**config.mk**
```make
export PLATFORM = sky130hd
export DESIGN_NAME = token_bucket_rate_limiter
export DESIGN_NICKNAME = d
export VERILOG_FILES = /design/src/tbrl_pkg.sv /design/src/token_bucket_rate_limiter.sv
export SDC_FILE = /design/constraint.sdc
export NUM_CORES = 2
export LEC_CHECK = 0
export BUFFER_PORTS_ARGS = -buffer_cell sky130_fd_sc_hd__buf_2
export CAP_MARGIN = 15
export CORE_UTILIZATION = 45
export CTS_CLUSTER_SIZE = 16
export DETAILED_ROUTE_END_ITERATION = 10
export PLACE_DENSITY_LB_ADDON = 0.2
export SETUP_SLACK_MARGIN = 0.05
export SYNTH_ARGS = -nofsm -noshare
export SYNTH_HDL_FRONTEND = slang
export SYNTH_SLANG_ARGS = --single-unit
```
**constraint.sdc**
```tcl
create_clock -name aclk -period 27.1 [get_ports aclk]
set_input_delay 1.355 -clock aclk [delete_from_list [all_inputs] [get_ports aclk]]
set_output_delay 1.355 -clock aclk [all_outputs]
set_load 0.1 [all_outputs]
```
**src/tbrl_pkg.sv**
```systemverilog
// Shared types and constants for the token bucket rate limiter.
// Holds the sequencer state type, action and register codes, and fixed widths.
// No dependencies.
`default_nettype none

package tbrl_pkg;

    // Fixed widths of the datapath.
    localparam int LEVEL_W = 39;
    localparam int WMS_W   = 22;
    localparam int AVAIL_W = 17;
    localparam int WAIT_W  = 22;
    localparam int CNT_W   = 32;
    localparam int MUL_A_W = 17;
    localparam int MUL_B_W = 22;
    localparam int DVD_W   = 23;
    localparam int DCNT_W  = 5;

    // Action codes carried on the input side band.
    localparam logic [1:0] ACT_ADVANCE = 2'd0;
    localparam logic [1:0] ACT_ACQUIRE = 2'd1;
    localparam logic [1:0] ACT_REFILL  = 2'd2;

    // Configuration register indexes.
    localparam logic [1:0] REG_MAX_REQ = 2'd0;
    localparam logic [1:0] REG_WINDOW  = 2'd1;
    localparam logic [1:0] REG_BURST   = 2'd2;

    // Milliseconds per second, and x/10 as (x * 52429) >> 19 for 16-bit x.
    localparam int MS_PER_S      = 1000;
    localparam int TENTH_RECIP   = 52429;
    localparam int TENTH_SHIFT   = 19;

    // Register values after reset.
    localparam int MAX_REQ_RST_I = 100;
    localparam int WINDOW_RST_I  = 60;
    localparam int BURST_RST_I   = 10;

    localparam logic [15:0]        MAX_REQ_RESET = 16'(MAX_REQ_RST_I);
    localparam logic [11:0]        WINDOW_RESET  = 12'(WINDOW_RST_I);
    localparam logic [15:0]        BURST_RESET   = 16'(BURST_RST_I);
    localparam logic [WMS_W-1:0]   WMS_RESET     = WMS_W'(WINDOW_RST_I * MS_PER_S);
    localparam logic [LEVEL_W-1:0] CAP_RESET     =
        LEVEL_W'((MAX_REQ_RST_I + BURST_RST_I) * WINDOW_RST_I * MS_PER_S);

    // Saturation values.
    localparam logic [WAIT_W-1:0] WAIT_MAX = '1;
    localparam logic [CNT_W-1:0]  CNT_MAX  = '1;

    // Divider step counts (loaded value is steps minus one).
    localparam logic [DCNT_W-1:0] AVAIL_STEPS_M1 = DCNT_W'(AVAIL_W - 1);
    localparam logic [DCNT_W-1:0] WAIT_STEPS_M1  = DCNT_W'(DVD_W - 1);

    // Sequencer states.
    typedef enum logic [3:0] {
        ST_IDLE,
        ST_CFG_WMS,
        ST_CFG_CAP,
        ST_REFILL_MUL,
        ST_REFILL_ADD,
        ST_NEED_MUL,
        ST_APPLY,
        ST_AVAIL_LOAD,
        ST_AVAIL_DIV,
        ST_WAIT_LOAD,
        ST_WAIT_DIV,
        ST_FINISH
    } state_t;

endpackage

`default_nettype wire

```
**src/token_bucket_rate_limiter.sv**
```systemverilog
// Token bucket rate limiter with burst allowance, built around one shared
// multiplier and one shared bit-serial divider under a small sequencer.
// Depends on tbrl_pkg.
//
//  Channel   Ports                          Contents
//  input     s_tvalid s_tready s_tdata      elapsed_ms, count (tuser: action)
//  result    m_tvalid m_tready m_tdata      granted .. denied_count
//  config    cfg_wr_en cfg_wr_index data    rate, window length, burst
//
// From acceptance to the next possible acceptance an item passes four
// multiply/update steps, 17 divider steps for the whole-token count and 23
// for the wait, which dominate. Items that hold a whole token, or whose rate
// is zero, skip the second division. A register write rebuilds the window
// length, then the capacity. Reset is synchronous; the bucket starts full.
// The result register lets a new item in while the last result is unread.
`default_nettype none

module token_bucket_rate_limiter
    import tbrl_pkg::*;
(
    input  wire logic         aclk,
    input  wire logic         aresetn,
    // input channel
    input  wire logic         s_tvalid,
    output logic              s_tready,
    input  wire logic [31:0]  s_tdata,   // elapsed_ms[15:0], count[31:16]
    input  wire logic [1:0]   s_tuser,   // action[1:0]
    // result channel
    output logic              m_tvalid,
    input  wire logic         m_tready,
    output logic [111:0]      m_tdata,   // granted[0], tokens[17:1],
                                         // wait_ms[39:18], limited[40],
                                         // total_granted[72:41],
                                         // denied_count[104:73], zeros above
    // configuration write port
    input  wire logic         cfg_wr_en,
    input  wire logic [1:0]   cfg_wr_index,
    input  wire logic [15:0]  cfg_wr_data
);

    state_t state_reg, state_next;

    // Configuration and derived values
    logic [15:0]          max_req_reg;
    logic [11:0]          window_reg;
    logic [15:0]          burst_reg;
    logic [15:0]          beff_reg;
    logic [WMS_W-1:0]     wms_reg;
    logic [LEVEL_W-1:0]   cap_reg;

    // Bucket and counters
    logic [LEVEL_W-1:0]   level_reg;
    logic [CNT_W-1:0]     gtot_reg;
    logic [CNT_W-1:0]     dtot_reg;

    // Item being worked on
    logic [1:0]           action_reg;
    logic [15:0]          elapsed_reg;
    logic [15:0]          count_reg;
    logic [LEVEL_W-1:0]   prod_reg;
    logic                 granted_reg;
    logic [AVAIL_W-1:0]   avail_reg;
    logic [WAIT_W-1:0]    wait_reg;

    // Divider
    logic [WMS_W-1:0]     div_rem_reg;
    logic [DVD_W-1:0]     div_dvd_reg;
    logic [DVD_W-1:0]     div_quo_reg;
    logic [WMS_W-1:0]     div_den_reg;
    logic [DCNT_W-1:0]    div_cnt_reg;

    // Result register
    logic                 m_tvalid_reg;
    logic [111:0]         m_tdata_reg;

    // Combinational helpers
    logic                 cfg_hit;
    logic [11:0]          window_eff;
    logic [31:0]          tenth_prod;
    logic [15:0]          beff_new;
    logic [MUL_A_W-1:0]   mul_a;
    logic [MUL_B_W-1:0]   mul_b;
    logic [LEVEL_W-1:0]   mul_p;
    logic [LEVEL_W:0]     refill_sum;
    logic                 need_ok;
    logic [CNT_W:0]       gtot_sum;
    logic                 limited;
    logic [WMS_W-1:0]     short_by;
    logic                 wait_div;
    logic [DVD_W-1:0]     div_trial;
    logic                 div_ge;
    logic [WMS_W-1:0]     div_rem_new;
    logic [DVD_W-1:0]     div_quo_new;
    logic                 div_last;
    logic                 out_free;

    assign cfg_hit = cfg_wr_en && (cfg_wr_index == REG_MAX_REQ ||
                                   cfg_wr_index == REG_WINDOW ||
                                   cfg_wr_index == REG_BURST);

    // A zero window counts as one second; zero burst means a tenth of the rate.
    assign window_eff = (window_reg == 12'd0) ? 12'd1 : window_reg;
    assign tenth_prod = {16'd0, max_req_reg} * 32'(TENTH_RECIP);
    assign beff_new   = (burst_reg == 16'd0)
                      ? 16'(tenth_prod[31:TENTH_SHIFT]) : burst_reg;

    // Shared multiplier
    assign mul_p = {{(LEVEL_W-MUL_A_W){1'b0}}, mul_a} * {{(LEVEL_W-MUL_B_W){1'b0}}, mul_b};

    // Refill, capped at capacity
    assign refill_sum = {1'b0, level_reg} + {1'b0, prod_reg};

    // Acquire check and saturating grant sum
    assign need_ok  = level_reg >= prod_reg;
    assign gtot_sum = {1'b0, gtot_reg} + {{(CNT_W-15){1'b0}}, count_reg};

    // Fewer than one whole token held
    assign limited  = level_reg < {{(LEVEL_W-WMS_W){1'b0}}, wms_reg};
    assign short_by = wms_reg - level_reg[WMS_W-1:0];
    assign wait_div = limited && (max_req_reg != 16'd0);

    // One restoring division step
    assign div_trial   = {div_rem_reg, div_dvd_reg[DVD_W-1]};
    assign div_ge      = div_trial >= {1'b0, div_den_reg};
    assign div_rem_new = div_ge ? WMS_W'(div_trial - {1'b0, div_den_reg})
                                : div_trial[WMS_W-1:0];
    assign div_quo_new = {div_quo_reg[DVD_W-2:0], div_ge};
    assign div_last    = (div_cnt_reg == '0);

    assign out_free = !m_tvalid_reg || m_tready;

    // Next state
    always_comb begin
        state_next = state_reg;
        case (state_reg)
            ST_IDLE:       if (s_tvalid) state_next = ST_REFILL_MUL;
            ST_CFG_WMS:    state_next = ST_CFG_CAP;
            ST_CFG_CAP:    state_next = ST_IDLE;
            ST_REFILL_MUL: state_next = ST_REFILL_ADD;
            ST_REFILL_ADD: state_next = ST_NEED_MUL;
            ST_NEED_MUL:   state_next = ST_APPLY;
            ST_APPLY:      state_next = ST_AVAIL_LOAD;
            ST_AVAIL_LOAD: state_next = ST_AVAIL_DIV;
            ST_AVAIL_DIV:  if (div_last) state_next = ST_WAIT_LOAD;
            ST_WAIT_LOAD:  state_next = wait_div ? ST_WAIT_DIV : ST_FINISH;
            ST_WAIT_DIV:   if (div_last) state_next = ST_FINISH;
            ST_FINISH:     if (out_free) state_next = ST_IDLE;
            default:       state_next = ST_IDLE;
        endcase
        // A register write rebuilds the derived values and refills the bucket.
        if (cfg_hit) begin
            state_next = ST_CFG_WMS;
        end
    end

    // Sequencer outputs: handshake and multiplier operands
    always_comb begin
        s_tready = 1'b0;
        mul_a    = '0;
        mul_b    = '0;
        case (state_reg)
            ST_IDLE: begin
                s_tready = 1'b1;
            end
            ST_CFG_WMS: begin
                mul_a = MUL_A_W'(window_eff);
                mul_b = MUL_B_W'(MS_PER_S);
            end
            ST_CFG_CAP: begin
                mul_a = MUL_A_W'(max_req_reg) + MUL_A_W'(beff_reg);
                mul_b = wms_reg;
            end
            ST_REFILL_MUL: begin
                mul_a = MUL_A_W'(max_req_reg);
                mul_b = MUL_B_W'(elapsed_reg);
            end
            ST_NEED_MUL: begin
                mul_a = MUL_A_W'(count_reg);
                mul_b = wms_reg;
            end
            default: begin
                s_tready = 1'b0;
            end
        endcase
    end

    // Control registers
    always_ff @(posedge aclk) begin
        if (!aresetn) begin
            state_reg    <= ST_IDLE;
            m_tvalid_reg <= 1'b0;
        end else begin
            state_reg <= state_next;
            if (state_reg == ST_FINISH && out_free) begin
                m_tvalid_reg <= 1'b1;
            end else if (m_tready) begin
                m_tvalid_reg <= 1'b0;
            end
        end
    end

    // Configuration, bucket and counters
    always_ff @(posedge aclk) begin
        if (!aresetn) begin
            max_req_reg <= MAX_REQ_RESET;
            window_reg  <= WINDOW_RESET;
            burst_reg   <= BURST_RESET;
            beff_reg    <= BURST_RESET;
            wms_reg     <= WMS_RESET;
            cap_reg     <= CAP_RESET;
            level_reg   <= CAP_RESET;
            gtot_reg    <= '0;
            dtot_reg    <= '0;
        end else begin
            // Register writes
            if (cfg_wr_en) begin
                case (cfg_wr_index)
                    REG_MAX_REQ: max_req_reg <= cfg_wr_data;
                    REG_WINDOW:  window_reg  <= cfg_wr_data[11:0];
                    REG_BURST:   burst_reg   <= cfg_wr_data;
                    default:     ;
                endcase
            end
            case (state_reg)
                ST_CFG_WMS: begin
                    wms_reg  <= mul_p[WMS_W-1:0];
                    beff_reg <= beff_new;
                end
                ST_CFG_CAP: begin
                    cap_reg   <= mul_p;
                    level_reg <= mul_p;
                end
                ST_REFILL_ADD: begin
                    if (refill_sum > {1'b0, cap_reg}) begin
                        level_reg <= cap_reg;
                    end else begin
                        level_reg <= refill_sum[LEVEL_W-1:0];
                    end
                end
                ST_APPLY: begin
                    if (action_reg == ACT_ACQUIRE) begin
                        if (need_ok) begin
                            level_reg <= level_reg - prod_reg;
                            gtot_reg  <= gtot_sum[CNT_W] ? CNT_MAX : gtot_sum[CNT_W-1:0];
                        end else if (dtot_reg != CNT_MAX) begin
                            dtot_reg <= dtot_reg + CNT_W'(1);
                        end
                    end else if (action_reg == ACT_REFILL) begin
                        level_reg <= cap_reg;
                    end
                end
                default: ;
            endcase
        end
    end

    // Item datapath and divider
    always_ff @(posedge aclk) begin
        case (state_reg)
            ST_IDLE: begin
                action_reg  <= s_tuser;
                elapsed_reg <= s_tdata[15:0];
                count_reg   <= s_tdata[31:16];
            end
            ST_REFILL_MUL, ST_NEED_MUL: begin
                prod_reg <= mul_p;
            end
            ST_APPLY: begin
                granted_reg <= (action_reg == ACT_ACQUIRE) && need_ok;
            end
            ST_AVAIL_LOAD: begin
                // The top bits are known to be below the window length.
                div_rem_reg <= level_reg[LEVEL_W-1:AVAIL_W];
                div_dvd_reg <= {level_reg[AVAIL_W-1:0], {(DVD_W-AVAIL_W){1'b0}}};
                div_quo_reg <= '0;
                div_den_reg <= wms_reg;
                div_cnt_reg <= AVAIL_STEPS_M1;
            end
            ST_AVAIL_DIV, ST_WAIT_DIV: begin
                div_rem_reg <= div_rem_new;
                div_dvd_reg <= {div_dvd_reg[DVD_W-2:0], 1'b0};
                div_quo_reg <= div_quo_new;
                div_cnt_reg <= div_cnt_reg - DCNT_W'(1);
                if (div_last && state_reg == ST_AVAIL_DIV) begin
                    avail_reg <= div_quo_new[AVAIL_W-1:0];
                end
                if (div_last && state_reg == ST_WAIT_DIV) begin
                    wait_reg <= div_quo_new[WAIT_W-1:0];
                end
            end
            ST_WAIT_LOAD: begin
                // Rounded-up wait: (short_by + rate - 1) / rate.
                div_rem_reg <= '0;
                div_dvd_reg <= DVD_W'(short_by) + DVD_W'(max_req_reg) - DVD_W'(1);
                div_quo_reg <= '0;
                div_den_reg <= WMS_W'(max_req_reg);
                div_cnt_reg <= WAIT_STEPS_M1;
                wait_reg    <= limited ? WAIT_MAX : '0;
            end
            ST_FINISH: begin
                if (out_free) begin
                    m_tdata_reg <= {7'b0, dtot_reg, gtot_reg, limited,
                                    wait_reg, avail_reg, granted_reg};
                end
            end
            default: ;
        endcase
    end

    assign m_tvalid = m_tvalid_reg;
    assign m_tdata  = m_tdata_reg;

endmodule

`default_nettype wire

```
======== Word level (Yosys, flattened, before mapping) ========
Cells that the tools add are included.
cells by class
  add/subtract/negate cells ............... 10
  multipliers ............................. 2
  equal/unequal tests ..................... 27
  reduce and logical (&&, ||, !) cells .... 38
  mux-type cells .......................... 29
  magnitude comparators ................... 4
  bitwise logic cells ..................... 2
operator list
  kind                      number
  $mux W39                  4
  $pmux W22 S3              2
  $pmux W39 S3              1
  $pmux W22 S2              2
  $pmux W23 S3              1
  $pmux W17 S4              1
  $mux W22                  3
  $pmux W4 S11              1
  $sub A22 B22 Y22          2
  $pmux W21 S2              1
  $add A39 B39 Y40          1
  $gt A40 B39 Y1            1
  $ge A39 B39 Y1            1
  $lt A39 B22 Y1            1
  $mul A17 B22 Y39          1
  $sub A39 B39 Y39          1
  $add A32 B16 Y33          1
  $add A32 B1 Y32 const B   1
  $mul A16 B16 Y32 const B  1
  $mux W32                  1
  $ne A32 B32 Y1 const B    1
  $add A22 B16 Y23          1
  $ge A23 B22 Y1            1
  $sub A23 B1 Y23 const B   1
  31 further kinds          80
storage, ports and cells
  register bits ........................... 540
  output and inout bits ................... 114
  input port bits ......................... 57
  word-level logic and storage cells ...... 137

======== Depth between registers and ports, before layout ========
  depth in word-level cells ............... 6
  gate-level depth with buffers ........... 36
  depth with buffers taken out ............ 35

======== Least setup slack after synthesis ========
No wires, ideal clock.
  kind .................................... input-to-reg
  from .................................... input port m_tready
  to ...................................... register m_tdata_reg[0], in the netlist m_tdata[0] (enable)
  slack ................................... 17,872 ps
  setup time .............................. 697 ps
  stages on the path ...................... 2
  data arrival time ....................... 8,530 ps
  data required time ...................... 26,403 ps
  path buffers ............................ 0
  cell sequence ........................... nor2b_1 -> nor3_1
on the way
  longest elaborated chain between the ends .. 2
ends and longest elaborated chain
  item                                line                              RTL
  from (decl)                         token_bucket_rate_limiter.sv:30   input wire logic m_tready,
  $logic_or A1 B1 Y1                  token_bucket_rate_limiter.sv:130  assign out_free = !m_tvalid_reg || m_tready;
  $reduce_and A2 Y1 (no source line)  -
  to (signal assigned)                token_bucket_rate_limiter.sv:302  m_tdata_reg <= {7'b0, dtot_reg, gtot_reg, limited,
  to (decl)                           token_bucket_rate_limiter.sv:74   logic [111:0] m_tdata_reg;
Every way passes these cells.
A chain may end at the register's enable or synchronous reset.

======== Final worst setup path ========
  from .................................... register max_req_reg[0]
  to ...................................... register cap_reg[38]
on the way
  longest elaborated chain between the ends .. 3
ends and longest elaborated chain
  item                    line                              RTL
  from (decl)             token_bucket_rate_limiter.sv:44   logic [15:0] max_req_reg;
  from (signal assigned)  token_bucket_rate_limiter.sv:218  REG_MAX_REQ: max_req_reg <= cfg_wr_data;
  $add A16 B16 Y17        token_bucket_rate_limiter.sv:170  mul_a = MUL_A_W'(max_req_reg) + MUL_A_W'(beff_reg);
  $pmux W17 S4 *          token_bucket_rate_limiter.sv:161  case (state_reg)
  $mul A17 B22 Y39 *      token_bucket_rate_limiter.sv:108  assign mul_p = {{(LEVEL_W-MUL_A_W){1'b0}}, mul_a} * {{(LEVEL_W-MUL_B_W){1'b0}}, mul_b};
  named net mul_p[38]     token_bucket_rate_limiter.sv:83   logic [LEVEL_W-1:0] mul_p;
  to (signal assigned)    token_bucket_rate_limiter.sv:230  cap_reg <= mul_p;
  to (decl)               token_bucket_rate_limiter.sv:49   logic [LEVEL_W-1:0] cap_reg;
The timed path passes the listed nets; every way through them passes the cells marked *.

==> results.txt <==
WL final = 155 mm
TNS Setup = 0 ns
Yosys warning count = 0
Critical path fanouts, max = 12
Drt drc = 0
End of the worst hold path = m_tdata[21]
Origin of the critical flop-to-flop path = max_req_reg[0]
Yosys top cell by area = edfxtp_1
Global-route wire length before repair = 237 mm
Synth Instances = 5409
Yosys top cell area share = 19.2%
Crit-path slowest cell = o31ai_2
Met3 GRT Util = 3.93%
M2 GR Usage = 45.1%
Hold crit path type = reg2reg
Fin crit period = 10.43 ns
Initial Util = 45.4%
Max Fclk = 95.8 MHz
GRT Util Overall = 28.4%
Grt peak-use layer = met2
Async S/R FF share, synth = 0%
Net count, final = 6429
RSZ-0062 raised after global routing = false
Mapped Avg Cell Area = 9.00 sq um
Port Buf Inserts = 163
Status = complete, no violations
Reg-to-reg critical path endpoint = cap_reg[38]
Final Cycle Share = 38.5%
CTS tree = done
Max FFs per register = 105
Clock root buffer = clkbuf_16
Area delta synth->final = 9.48%
Post-CTS Hold Fix Bufs = 0
Final Slew Violations = 0
Main synth FF type = edfxtp_1
Cell Count, Final, Fillers Out = 6937
FF-to-FF path depth = 32
DRT Pass-1 Iters = 10
TritonCTS buffer count = 66
Pin count of the biggest net entering global routing = 84
Total grt overflow = 0
Clock-pin slew on the worst setup and hold paths = 0.06 ns
P_sw = 0.00126 W
RD Place Congestion = 0.958
Synth Register Bits = 540
Longest Clk Path Bufs = 3
Final ANT Viol Nets = 0
Switch share = 39.6%
Clock sink count = 540
Seq pwr share = 30.2%
H-tree depth = 3
Vias = 40200
Num ports = 171
Largest cells by area after synthesis = edfxtp_1 19%, fa_1 16%, ha_1 13%
Relative slew slack = 21.9%
Core Area = 107000 sq um
Avg WL per Cell = 22.3 microns
Crit path kind = reg2reg
Max Cap Violations = 0
Vias per Instance = 5.79
Cells after DPL = 6810
Max incr delay on CP = 0.95 ns
Final Hold Fails = 0
Later-pin clock latency in the skew report = 0.66 ns
Top cell by count, worst path = fa_1
P_leak = 23.8 nW
Initial antenna violation count = 3
Mapped cell area = 48700 sq um
Die extent in y = 331 microns
Post-DP HPWL = 119 mm
Hold WS = 0.410 ns
Post-CTS Setup Bufs = 0
Filler Cell Count = 10300
Startpoint Class = flip-flop
Clock power share = 28.9%
Netlist cell types = 95
Worst vdd ir = 0.0449 mV
WHS Path Cells = 0
EDFF count, synth = 311
CP arrival = 10.97 ns
Worst reg-to-reg setup slack = 16.67 ns
Critical Path RT = 27.64 ns
Power per cell area = 59.8 nW/um^2
Worst Hold Launch = wait_reg[3]
Sequential area share after synthesis = 28.6%
Row cnt = 120
DIE AREA = 110000 sq um
Setup violators final = 0
Combinational share of power = 40.9%
Setup Skew = 0.0587 ns
Layout cells sized above 1 = 7.68%
DRT iter0 DRCs = 3774
WP buf/inv = 3
Met1 usage = 39.6%
Int Pwr = 0.00192 W
Worst setup EP type = flip-flop
Worst-margin pin slew = 1.16 ns
Delay-heaviest family, CP = compound AO/OA/AOI/OAI gates
Die span in x = 331 microns
Post_cts resized = 0
Vias in the first global route = 39300
[cells in the final DEF (no fill, tap or decap), types with 48 or more instances in the layout]
| master | n |
|---|---|
| a211oi_1 | 48 |
| a21o_1 | 72 |
| a21oi_1 | 363 |
| buf_2 | 162 |
| buf_4 | 69 |
| clkbuf_16 | 67 |
| dfxtp_1 | 229 |
| edfxtp_1 | 311 |
| fa_1 | 387 |
| ha_1 | 506 |
| inv_1 | 812 |
| nand2_1 | 688 |
| nand3_1 | 91 |
| nor2_1 | 298 |
| nor3_1 | 59 |
| o211ai_1 | 62 |
| o21ai_0 | 242 |
| xnor2_1 | 142 |
| xor2_1 | 65 |
[cell usage after synthesis (all sizes together) (40+ instances only)]
cell,n
ha,507
o21ai,258
inv,814
clkbuf,190
a21o,72
a21oi,367
o21a,40
edfxtp,311
buf,48
nor4,47
a211oi,48
xor2,65
fa,387
and2,45
nand3,92
nor3,64
nand2,691
nor2,302
xnor2,142
dfxtp,229
o211ai,64
[layer usage]
layer,share of wire [%],wire length [microns]
met1,44,67500
met2,45,70000
met3,7.6,11800
met4,3.6,5520
met5,0,0
[power by group through the flow]
stage | logic (W) | clock network [W] | registers (W)
global placement | 0.00126 | 0 | 0.000976
floorplan | 0.000943 | 0 | 0.000946
detailed placement | 0.00128 | 0 | 0.000976
finish | 0.00130 | 0.000923 | 0.000961
CTS | 0.00129 | 0.000937 | 0.000959
global route | 0.00145 | 0.000970 | 0.000962
[worst max path at each step]
stage	start	to	slack [ns]	cells past startpoint
after floorplan	m_tready	m_tdata[0]	17.87	2
after global placement	max_req_reg[0]	cap_reg[38]	17.00	32
after detailed placement	max_req_reg[0]	cap_reg[38]	16.78	32
after CTS	max_req_reg[0]	cap_reg[38]	16.75	32
after global routing	max_req_reg[0]	cap_reg[38]	16.14	32
final	max_req_reg[0]	cap_reg[38]	16.67	32
[through the flow]
stage	util (%)	worst slack (ns)	total power, W	cell area, sq um
floorplan	-	17.87	0.00189	48700
global placement	47.6	17.00	0.00224	51000
detailed placement	47.6	16.78	0.00225	51000
CTS	49.7	16.75	0.00318	53300
global route	49.7	16.14	0.00338	53300
finish	49.7	16.67	0.00319	53300
[layout make-up]
cell class                      instances  area (sq um)  share of cell area [%]
Antenna cell                            2          5.00                 0.00939
Clock buffer                           81          1780                    3.34
Clock inverter                         41           522                   0.979
Inverter                              815          3060                    5.74
Multi-Input combinational cell       3822         30900                    58.0
Sequential cell                       540         13900                    26.1
Tap cell                             1403          1760                    3.29
Timing Repair Buffer                  233          1350                    2.53
[cell families after synthesis]
family,Yosys count,synth area share [%]
mux,33,0.681
flops,540,28.6
xor+xnor,207,3.72
other cells,1,0.00770
compound gates,1203,16.0
simple gates,1478,13.8
fa+ha+maj,894,28.9
buf+inv,1053,8.26
No activity file was read; power rests on OpenSTA's default activity.
